File: src/sds_pkg.sv
`timescale 1ns / 1ps

package sds_pkg;

    localparam int DEPTH  = 128;
    localparam int ADDR_W = $clog2(DEPTH);
    localparam int PTR_W  = $clog2(DEPTH + 1);
    localparam int CNT_W  = $clog2(DEPTH + 1);
    localparam int WORD_W = 32;
    localparam int CMD_W  = 3;
    localparam int TOTAL_W = 8;

    typedef logic signed [WORD_W-1:0] word_t;
    typedef logic [CMD_W-1:0]         cmd_t;
    typedef logic [TOTAL_W-1:0]       total_t;
    typedef logic [PTR_W-1:0]         ptr_t;
    typedef logic [CNT_W-1:0]         cnt_t;
    typedef logic [ADDR_W-1:0]        addr_t;

    localparam cmd_t CMD_PUSH_FRONT = 3'd0;
    localparam cmd_t CMD_PUSH_BACK  = 3'd1;
    localparam cmd_t CMD_POP_FRONT  = 3'd2;
    localparam cmd_t CMD_POP_BACK   = 3'd3;
    localparam cmd_t CMD_PEEK_FRONT = 3'd4;
    localparam cmd_t CMD_PEEK_BACK  = 3'd5;

    // Commands from the controller to the datapath.
    typedef struct packed {
        logic push_front;
        logic push_back;
        logic pop_front;
        logic pop_back;
        logic rd_en;
        logic rd_back;
        logic load;
        logic res_ok;
        logic res_rd;
    } ctrl_t;

    // Status from the datapath to the controller.
    typedef struct packed {
        logic full;
        logic front_empty;
        logic back_empty;
    } stat_t;

endpackage

File: src/sds_ctrl.sv
`timescale 1ns / 1ps

module sds_ctrl (
    input  logic           clk,
    input  logic           rst_n,
    input  logic           req_valid,
    output logic           req_ready,
    input  sds_pkg::cmd_t  req_cmd,
    output logic           rsp_valid,
    input  logic           rsp_ready,
    input  sds_pkg::stat_t st,
    output sds_pkg::ctrl_t ctl
);
    import sds_pkg::*;

    localparam logic [1:0] ST_IDLE = 2'd0;
    localparam logic [1:0] ST_LOAD = 2'd1;
    localparam logic [1:0] ST_OUT  = 2'd2;

    logic [1:0] state_reg, state_next;
    logic       ok_reg, ok_next;
    logic       rd_reg, rd_next;
    logic       accept;

    assign req_ready = (state_reg == ST_IDLE);
    assign rsp_valid = (state_reg == ST_OUT);
    assign accept    = req_valid && req_ready;

    always_comb
    begin
        ctl        = '0;
        state_next = state_reg;
        ok_next    = ok_reg;
        rd_next    = rd_reg;
        unique case (state_reg)
            ST_IDLE:
            begin
                if (accept)
                begin
                    ok_next = 1'b0;
                    rd_next = 1'b0;
                    unique case (req_cmd)
                        CMD_PUSH_FRONT:
                        begin
                            ok_next        = !st.full;
                            ctl.push_front = !st.full;
                        end
                        CMD_PUSH_BACK:
                        begin
                            ok_next       = !st.full;
                            ctl.push_back = !st.full;
                        end
                        CMD_POP_FRONT:
                        begin
                            ok_next       = !st.front_empty;
                            rd_next       = !st.front_empty;
                            ctl.pop_front = !st.front_empty;
                            ctl.rd_en     = !st.front_empty;
                        end
                        CMD_POP_BACK:
                        begin
                            ok_next      = !st.back_empty;
                            rd_next      = !st.back_empty;
                            ctl.pop_back = !st.back_empty;
                            ctl.rd_en    = !st.back_empty;
                            ctl.rd_back  = 1'b1;
                        end
                        CMD_PEEK_FRONT:
                        begin
                            ok_next   = !st.front_empty;
                            rd_next   = !st.front_empty;
                            ctl.rd_en = !st.front_empty;
                        end
                        CMD_PEEK_BACK:
                        begin
                            ok_next     = !st.back_empty;
                            rd_next     = !st.back_empty;
                            ctl.rd_en   = !st.back_empty;
                            ctl.rd_back = 1'b1;
                        end
                        default:
                        begin
                            ok_next = 1'b0;
                        end
                    endcase
                    state_next = ST_LOAD;
                end
            end
            ST_LOAD:
            begin
                // Memory read data is valid here; capture it with the updated flags.
                ctl.load   = 1'b1;
                ctl.res_ok = ok_reg;
                ctl.res_rd = rd_reg;
                state_next = ST_OUT;
            end
            ST_OUT:
            begin
                if (rsp_ready)
                begin
                    state_next = ST_IDLE;
                end
            end
            default:
            begin
                state_next = ST_IDLE;
            end
        endcase
    end

    always_ff @(posedge clk or negedge rst_n)
    begin
        if (!rst_n)
        begin
            state_reg <= ST_IDLE;
            ok_reg    <= 1'b0;
            rd_reg    <= 1'b0;
        end
        else
        begin
            state_reg <= state_next;
            ok_reg    <= ok_next;
            rd_reg    <= rd_next;
        end
    end

endmodule

File: config.mk
export PLATFORM = sky130hd
export DESIGN_NAME = sds_ctrl
export DESIGN_NICKNAME = d
export VERILOG_FILES = /design/src/sds_pkg.sv /design/src/sds_ctrl.sv
export SDC_FILE = /design/constraint.sdc
export NUM_CORES = 1
export LEC_CHECK = 0
export BUFFER_PORTS_ARGS = -buffer_cell sky130_fd_sc_hd__buf_2
export CAP_MARGIN = 30
export CORE_AREA = 2 2 39 41
export CTS_CLUSTER_DIAMETER = 200
export DETAILED_ROUTE_END_ITERATION = 8
export DIE_AREA = 0 0 41 43
export MAX_ROUTING_LAYER = met4
export PLACE_DENSITY_LB_ADDON = 0.12
export SLEW_MARGIN = 5
export SYNTH_ARGS = -nofsm -noshare
export SYNTH_HDL_FRONTEND = slang
export SYNTH_SLANG_ARGS = --single-unit
File: constraint.sdc
create_clock -name clk -period 1.4 [get_ports clk]
set_clock_uncertainty 0.1 [all_clocks]
set_input_delay 0.28 -clock clk [delete_from_list [all_inputs] [get_ports clk]]
set_output_delay 0.28 -clock clk [all_outputs]
set_load 0.01 [all_outputs]
-- After elaboration in Yosys (flattened, before gate mapping)
Index checks and enable logic that the tools add are counted.
- input bits: 10
- word-level logic and storage cells: 36
- register bits after elaboration: 4
- output and inout bits: 11
- muxes and demuxes: 13
- reduce and logical (&&, ||, !) cells: 11
- eq/ne operators: 9
- operators with widths (kind ; number):
    $mux W6 ; 2
    $eq A3 B2 Y1 const B ; 2
    $eq A3 B3 Y1 const B ; 2
    $pmux W2 S3 ; 1
    $reduce_or A2 Y1 ; 3
    $mux W1 ; 5
    $mux W2 ; 2
    $ne A2 B1 Y1 const B ; 2
    $reduce_and A2 Y1 ; 2
    $eq A3 B1 Y1 const B ; 1
    $logic_not A1 Y1 ; 3
    $logic_not A3 Y1 ; 1
    $mux W3 ; 1
    $pmux W1 S3 ; 1
    $eq A2 B1 Y1 const B ; 1
    $eq A2 B2 Y1 const B ; 1
    $logic_not A2 Y1 ; 1
    $pmux W1 S2 ; 1
    $logic_and A1 B1 Y1 ; 1

-- Logic depth before layout (Yosys ltp)
Gate-level depths: netlist (run 1).
- depth in word-level cells: 5
- depth in mapped cells: 5
- mapped depth without buffers: 4

-- Least setup slack after synthesis (run 1)
Ideal clock, no wire load.
- path type: flip-flop to output port
- start point: register state_reg[0]
- end point: output port ctl[6] (netlist name)
- data arrival time: 1.322 ns
- path slack: -0.302 ns
- path buffers: 1
- data required time: 1.020 ns
- stages on the path, launching flop included: 4
- cells stage by stage: dfrtp_1 -> or3b_1 -> buf_6 -> nor4_1
- RTL lines (item ; line ; source):
    from (decl) ; sds_ctrl.sv:20 ; logic [1:0] state_reg, state_next;
    from (signal assigned) ; sds_ctrl.sv:121 ; state_reg <= state_next;
    to (decl) ; sds_ctrl.sv:12 ; output sds_pkg::ctrl_t ctl

==> results of run 1 <==
[cell usage after synthesis]
| master | count | share of area, % |
|---|---|---|
| a21o_1 | 1 | 2.4 |
| a21oi_1 | 1 | 1.6 |
| a32oi_1 | 1 | 2.8 |
| and2_1 | 2 | 4.0 |
| and2b_1 | 1 | 2.4 |
| and3_1 | 1 | 2.0 |
| buf_4 | 1 | 2.4 |
| buf_6 | 1 | 3.6 |
| dfrtp_1 | 4 | 32 |
| inv_1 | 1 | 1.2 |
| inv_6 | 1 | 2.8 |
| mux2i_1 | 1 | 3.2 |
| nand2_1 | 2 | 2.4 |
| nand2_4 | 1 | 3.6 |
| nand2b_1 | 1 | 2.0 |
| nor2_1 | 3 | 3.6 |
| nor2b_1 | 1 | 2.0 |
| nor3_2 | 1 | 3.2 |
| nor4_1 | 1 | 2.0 |
| nor4_2 | 1 | 4.0 |
| nor4b_1 | 1 | 2.8 |
| nor4b_2 | 1 | 4.8 |
| o21ai_1 | 1 | 1.6 |
| o31ai_1 | 1 | 2.4 |
| or3b_1 | 1 | 2.8 |
| xor2_1 | 1 | 2.8 |
[timing repair]
action	CTS	global route
hold endpoints to repair	4	0
hold buffers	1	0
pin swaps	3	2
resized for setup	6	6
endpoints found under the setup margin	10	13
setup buffers	1	3
[power by group]
part           internal, mW  switching, mW
clock                0.0953         0.0397
combinational         0.287          0.220
sequential            0.164         0.0236
[final timing paths]
path | from | slack, ns | endpoint
setup / recovery | state_reg[1] | -0.50 | ctl[5]
hold / removal | rsp_ready | 0.21 | state_reg[1]
setup reg to reg | state_reg[1] | -0.08 | ok_reg
hold reg to reg | rd_reg | 0.36 | rd_reg
max in group asynchronous | rst_n | 0.80 | ok_reg
min in group asynchronous | rst_n | 0.28 | rd_reg
[stage by stage]
| step | area, um^2 | hold WS, ns | TNS, ns |
|---|---|---|---|
| 4_1_cts | 616 | 0.208 | -3.46 |
| 3_3_place_gp | 552 | -0.00660 | -1.48 |
| 3_5_place_dp | 552 | -0.00966 | -1.51 |
| 2_1_floorplan | 353 | -0.116 | -0.893 |
| 5_1_grt | 648 | 0.222 | -3.87 |
| 6_report | 648 | 0.214 | -3.21 |
[cells by family after synthesis]
kind of cell / after synthesis / synth area share [%]
AND/OR/NAND/NOR: 18 / 41.4
AO/OA/AOI/OAI: 5 / 10.8
flip-flops: 4 / 31.9
buffers and inverters: 4 / 9.96
XOR/XNOR: 1 / 2.79
multiplexers: 1 / 3.19
[critical path: stages (launching register included)]
cell	delay, ns
dfrtp_1	0.37
or3b_4	0.41
buf_6	0.14
inv_6	0.05
nand2_4	0.06
nor3_4	0.14
buf_2	0.14
[layer usage]
layer  up-vias  track usage, %
met4         0            8.00
met3         0            1.57
met5         -               -
li1        194               -
met1       170            11.7
met2        12            16.9
[layout make-up]
cell class              count  area share, %
repair buffers             37           39.2
multi-input cells          25           36.9
flip-flops and latches      4           15.4
clock buffers               3           3.47
well taps                  16           3.09
inverters                   2           1.93
==> run metrics, run 1 <==
FP Rows 14; RSZ-0062 raised after global routing true; mapped cell area 314 um^2; Vias/cell 4.32; final hold vios 0; status finished, violations left; I/O Buffers 20; met3 routed WL 35 um; Max Used Layer met3; Largest register FFs 2; Total Power 0.830 mW; DRC Markers 0; failing checks negative setup slack; CTS Sinks 4; most frequent cells in the layout buf_2 (18), buf_4 (13), buf_6 (5), dfrtp_1 (4), clkbuf_4 (3); Placed Cells incl. Taps 80; Worst-path clk slew 0.04 ns; I/O pin count 21; Final period util 136%; die width 41 um; DR pass1 iterations 2; DP Worst Slack -0.282 ns; post-route minimum period 1.90 ns; Fmax 0.527 GHz; worst-margin pin slew 0.247 ns; Max Buffers Root-to-Sink 2; Total Die Area 1760 um^2; wirelength, routed 808 um; # fillers 146; critical path class reg -> out; maxcap violations 0; Core ar. 1380 um^2; DRT met1 WL 345 um; dpl hpwl 689 um; Final Core Density 46.8%; H-tree Lvls 1; Initial Util 22.7%; nets 83; Die Y 43 um; Syn Nets 43; commonest non-fill, non-tap cell in the layout buf_2; Synth cell types 26; Total GRT Usage 10.8%; Worst VDD drop 0.430 mV; sequential share of the synthesized area 31.9%; Routed wire per std cell 9.29 um; worst setup margin -0.499 ns; initial drt markers 4; Startpoint Class register; share of cells above drive strength 1 70.4%; max-slew violation count 0; Worst Hold Class in -> reg; FF+latch count, synth 4; ant diodes 0; yosys warns 0; clk root buf clkbuf_4; initial antenna violation count 0; Multi-input gate area 239 um^2; Final setup viols 11; Worst-Skew Late Latency 0.23 ns; FF/Latch Area 100 um^2; power per standard cell area 1280 nW/um^2; met2 WL 426 um; CP required 1.02 ns; CTS tree done; Syn Area/Cell 9.52 um^2; synthesized instance count 33; vias 376; Hold Crit Depth 3; GP Congestion 0.686; CTS buffer count 3; vias in the first global route 334; worst-case reg-to-reg path depth 5; first-pass GRT wire length 1240 um; largest net degree at the start of global routing 6; GR Overflow Total 0; Post-DRT Antenna Nets 0; P_leak 0.348 nW; Finished Layout Cells 87; area grow syn2layout 106%; Crit path arrival time 1.52 ns; critical path peak fanout 3; Rel. slew slack 83.3%; Critical Path End Type output pin
Power figures use the tool's default switching activity.
==> inputs of run 2 (changes only) <==
SETUP_SLACK_MARGIN = 0.4   (was default)
==> run metrics, run 2 (synthesized netlist as in run 1, its figures left out) <==
Internal Power 0.521 mW (-4.7%); first-pass GRT wire length 1450 um (+17%); Final Cell Area 611 um^2 (-5.8%); Die Y 43 um (unchanged); max-slew violation count 0 (unchanged); Clk network pwr share 17.6% (+1.3 points); P_leak 0.320 nW (-8.1%); Fmax 0.540 GHz (+2.5%); Critical Path End Type output pin; CTS Sinks 4 (unchanged); worst-margin pin slew 0.303 ns (+0.0566 ns); slack of the worst reg-to-reg path -0.05 ns (+0.03 ns); worst setup margin -0.453 ns (+0.0460 ns); Rel. slew slack 79.5% (-3.8 points); CP required 1.02 ns (about the same); hold path startpoint rsp_ready; Core ar. 1380 um^2 (unchanged); critical path class reg -> out; power share of the combinational group 58.3% (-2.8 points); FP Rows 14 (unchanged); maxcap violations 0 (unchanged); share of cells above drive strength 1 67.7% (-2.7 points); beginning of the worst register-to-register path state_reg[0]; largest net degree at the start of global routing 6 (unchanged); initial antenna violation count 0 (unchanged); final hold vios 0 (unchanged); wirelength, routed 841 um (+4.1%); DR pass1 iterations 2 (unchanged); post-route minimum period 1.85 ns (-0.0460 ns); Startpoint Class register; die width 41 um (unchanged); CTS buffer count 3 (unchanged); Total Die Area 1760 um^2 (unchanged); clk root buf clkbuf_4; Switching Fraction 34.9% (+0.76 points); Finished Layout Cells 81 (-6.9%); Final period util 132% (-3.3 points); DP Worst Slack -0.345 ns (-0.0630 ns); critical path peak fanout 4 (+1); RSZ-0062 raised after global routing true; Total GRT Usage 12.7% (+1.8 points); failing checks negative setup slack; most frequent cells in the layout buf_2 (16), buf_4 (8), buf_6 (6), dfrtp_1 (4); Reg power frac 24.1% (+1.5 points); status finished, violations left; ant diodes 0 (unchanged); area grow syn2layout 94.4%; Sw Pwr 0.279 mW (-1.5%); I/O pin count 21 (unchanged); Placed Cells incl. Taps 76 (-5.0%); dpl hpwl 745 um (+8.2%); vias in the first global route 380 (+14%); initial drt markers 1 (-3); commonest non-fill, non-tap cell in the layout buf_2; Routed wire per std cell 10.4 um (+12%); Final setup viols 12 (+1); Crit path arrival time 1.47 ns (-0.05 ns); Initial Util 22.7% (unchanged); DRC Markers 0 (unchanged); Worst VDD drop 0.424 mV (-1.3%); Worst Hold Class in -> reg; power per standard cell area 1310 nW/um^2 (+2.3%); Post-DRT Antenna Nets 0 (unchanged); I/O Buffers 20 (unchanged); CTS tree done; H-tree Lvls 1 (unchanged); Worst-Skew Late Latency 0.23 ns (about the same); nets 77 (-7.2%); Vias/cell 4.36 (+0.84%); Cell Area, Placed 531 um^2 (-3.9%); Largest register FFs 2 (unchanged); Max Buffers Root-to-Sink 2 (unchanged); Worst Setup SP state_reg[0]; GP Congestion 0.682 (-0.50%); vias 353 (-6.1%); GR Overflow Total 0 (unchanged); Worst-path clk slew 0.04 ns (about the same)
## run 2: what timing repair did
action,in CTS,in global routing
gates resized for setup,7,2
cloned,0,0
endpoints found under the setup margin,15,15
buffers inserted,1,0
hold endpoints to repair,4,0
pin swaps,3,2
hold buffers,1,0
## run 2: worst max-delay path: stages, from the launching register on
cell	delay (ns)
dfrtp_1	0.36
or3b_4	0.46
clkinv_4	0.08
nand2_4	0.06
nor3_4	0.14
buf_2	0.15
## run 2: worst paths after layout
| path | to | depth (start not counted) |
|---|---|---|
| max | ctl[5] | 5 |
| min | state_reg[1] | 3 |
| max reg2reg | ok_reg | 4 |
| min reg2reg | rd_reg | 2 |
| max in group asynchronous | rd_reg | 2 |
| min in group asynchronous | state_reg[1] | 2 |
## run 2: power groups by stage
| stage | registers (mW) | logic, mW | clock network, mW |
|---|---|---|---|
| after global routing | 0.197 | 0.515 | 0.157 |
| after CTS | 0.189 | 0.470 | 0.152 |
| after detailed placement | 0.190 | 0.378 | 0 |
| after floorplan | 0.196 | 0.235 | 0 |
| final | 0.193 | 0.467 | 0.141 |
| after global placement | 0.191 | 0.376 | 0 |
## run 2: per-stage QoR
step	TNS, ns	hold WS [ns]	total power, mW	util, %
after floorplan	-0.891	-0.116	0.431	-
after global placement	-1.99	-0.00798	0.566	38.3
after detailed placement	-2.07	-0.0102	0.568	38.3
after CTS	-3.61	0.214	0.811	43.9
after global routing	-4.08	0.235	0.869	44.1
final	-3.24	0.219	0.800	44.1
## run 2: per-layer routing
layer,vias up,track usage (%),routed length (um)
met3,0,0,59
met4,0,10.0,0
met1,155,14.3,326
li1,181,-,-
met5,-,-,0
met2,17,20.0,456
## run 2: layout make-up
class,count,area [um^2]
fill,152,773
multi-input combinational,25,238
timing repair buffer,31,218
sequential,4,100
clock buffer,3,22.5
tap,16,20.0
inverter,2,12.5
==> inputs of run 3 (changes only) <==
SKIP_LAST_GASP = 1   (was default)
==> run metrics, run 3 (synthesized netlist as in run 1, its figures left out) <==
CP Depth 5 (unchanged); Post-DRT Antenna Nets 0 (unchanged); FP Rows 14 (unchanged); Worst-path clk slew 0.04 ns (about the same); dpl hpwl 745 um (unchanged); hold path startpoint rsp_ready; Initial Util 22.7% (unchanged); CTS buffer count 3 (unchanged); clk root buf clkbuf_4; vias in the first global route 380 (unchanged); P_leak 0.319 nW (-0.31%); worst-case reg-to-reg path depth 4 (unchanged); slack of the worst reg-to-reg path -0.05 ns (about the same); Vias/cell 4.35 (-0.28%); post-route minimum period 1.85 ns (-0.00000200 ns); die width 41 um (unchanged); Placed Cells incl. Taps 76 (unchanged); Worst VDD drop 0.419 mV (-1.2%); I/O Buffers 20 (unchanged); initial antenna violation count 0 (unchanged); H-tree Lvls 1 (unchanged); first-pass GRT wire length 1450 um (unchanged); Final setup viols 12 (unchanged); most frequent cells in the layout buf_2 (16), buf_4 (9), buf_6 (5), dfrtp_1 (4); CTS Sinks 4 (unchanged); Worst Hold Class in -> reg; Largest register FFs 2 (unchanged); nets 77 (unchanged); area grow syn2layout 93.2%; largest stage delay on the critical path 0.46 ns (about the same); Hold Crit Depth 3 (unchanged); Startpoint Class register; worst-margin pin slew 0.303 ns (unchanged); Crit path arrival time 1.47 ns (about the same); CP required 1.02 ns (about the same); CTS tree done; GR Overflow Total 0 (unchanged); ant diodes 0 (unchanged); critical path peak fanout 4 (unchanged); Die Y 43 um (unchanged); Finished Layout Cells 81 (unchanged); Worst-Skew Late Latency 0.23 ns (about the same); Rel. slew slack 79.5% (unchanged); Largest delay share family, worst path simple AND/OR/NAND/NOR gates; Max Buffers Root-to-Sink 2 (unchanged); RSZ-0062 raised after global routing true; DR pass1 iterations 2 (unchanged); maxcap violations 0 (unchanged); largest net degree at the start of global routing 6 (unchanged); Total GRT Usage 12.7% (unchanged); beginning of the worst register-to-register path state_reg[0]; max-slew violation count 0 (unchanged); Cell Area, Placed 531 um^2 (unchanged); Total Die Area 1760 um^2 (unchanged); Critical Path End Type output pin; Hold Slack 0.219 ns (-0.0000350 ns); DRC Markers 0 (unchanged); final hold vios 0 (unchanged); setup_tns -3.27 ns (-0.0308 ns); share of cells above drive strength 1 67.7% (unchanged); power per standard cell area 1300 nW/um^2 (-0.57%); Routed wire per std cell 10.4 um (+0.12%); worst path cell trace or3b_4 -> clkinv_4 -> nand2_4 -> nor3_4 -> buf_2; vias 352 (-0.28%); Final period util 132% (about the same); slowest CP cell or3b_4; failing checks negative setup slack; commonest non-fill, non-tap cell in the layout buf_2; RR Endpoint ok_reg; initial drt markers 1 (unchanged); Fmax 0.540 GHz (about the same); I/O pin count 21 (unchanged); Core ar. 1380 um^2 (unchanged); Min-Delay Endpoint state_reg[1]; critical path class reg -> out; Final Cell Area 607 um^2 (-0.61%); GP Congestion 0.682 (unchanged); worst setup margin -0.453 ns (+0.00000200 ns); wirelength, routed 842 um (+0.12%); Worst Path Buf+Inv 2 (unchanged); status finished, violations left
-- run 3: changes by cell type in the layout (fill, tap and decap cells not counted) --
cell	change
buf_6	-1
buf_4	+1
-- run 3: metrics by stage --
stage,power (mW),utilization (%),setup slack (ns)
after floorplan,0.431,-,-0.194
after global placement,0.566,38.3,-0.331
after detailed placement,0.568,38.3,-0.345
after CTS,0.811,43.9,-0.495
after global routing,0.860,43.9,-0.530
final,0.791,43.9,-0.453
-- run 3: worst max-delay path by stage --
stage,startpoint,to
6_report,state_reg[0],ctl[5]
5_1_grt,state_reg[0],ctl[7]
3_5_place_dp,state_reg[0],ctl[5]
3_3_place_gp,state_reg[0],ctl[5]
4_1_cts,state_reg[1],ctl[5]
2_1_floorplan,state_reg[0],ctl[5]
-- run 3: final cells by class --
| class | instances | area, um^2 |
|---|---|---|
| Inverter | 2 | 12.5 |
| Sequential cell | 4 | 100 |
| Fill cell | 152 | 777 |
| Clock buffer | 3 | 22.5 |
| Multi-Input combinational cell | 25 | 238 |
| Timing Repair Buffer | 31 | 214 |
| Tap cell | 16 | 20.0 |
-- run 3: per-layer routing --
layer	routed length (um)	vias up	global-route usage, %
li1	-	181	-
met4	0	0	10.0
met3	59	0	0
met5	0	-	-
met2	456	17	20.0
met1	326	154	14.3
-- run 3: timing repair --
action                                  in CTS  in global routing
resized for setup                            7                  1
endpoints found under the setup margin      15                 15
hold buffers                                 1                  0
pin swaps                                    3                  2
hold endpoints to repair                     4                  0
setup buffers                                1                  0
-- run 3: tightest hold or removal path, stage by stage --
cell	delay (ns)
buf_2	0.09
inv_1	0.04
a21o_1	0.10
-- run 3: power by group --
group	internal (mW)	total, mW	leakage, nW	switching, mW
registers	0.164	0.190	0.0514	0.0259
clock network	0.0958	0.141	0.0138	0.0451
logic	0.253	0.459	0.253	0.206
total	0.514	0.791	0.319	0.277
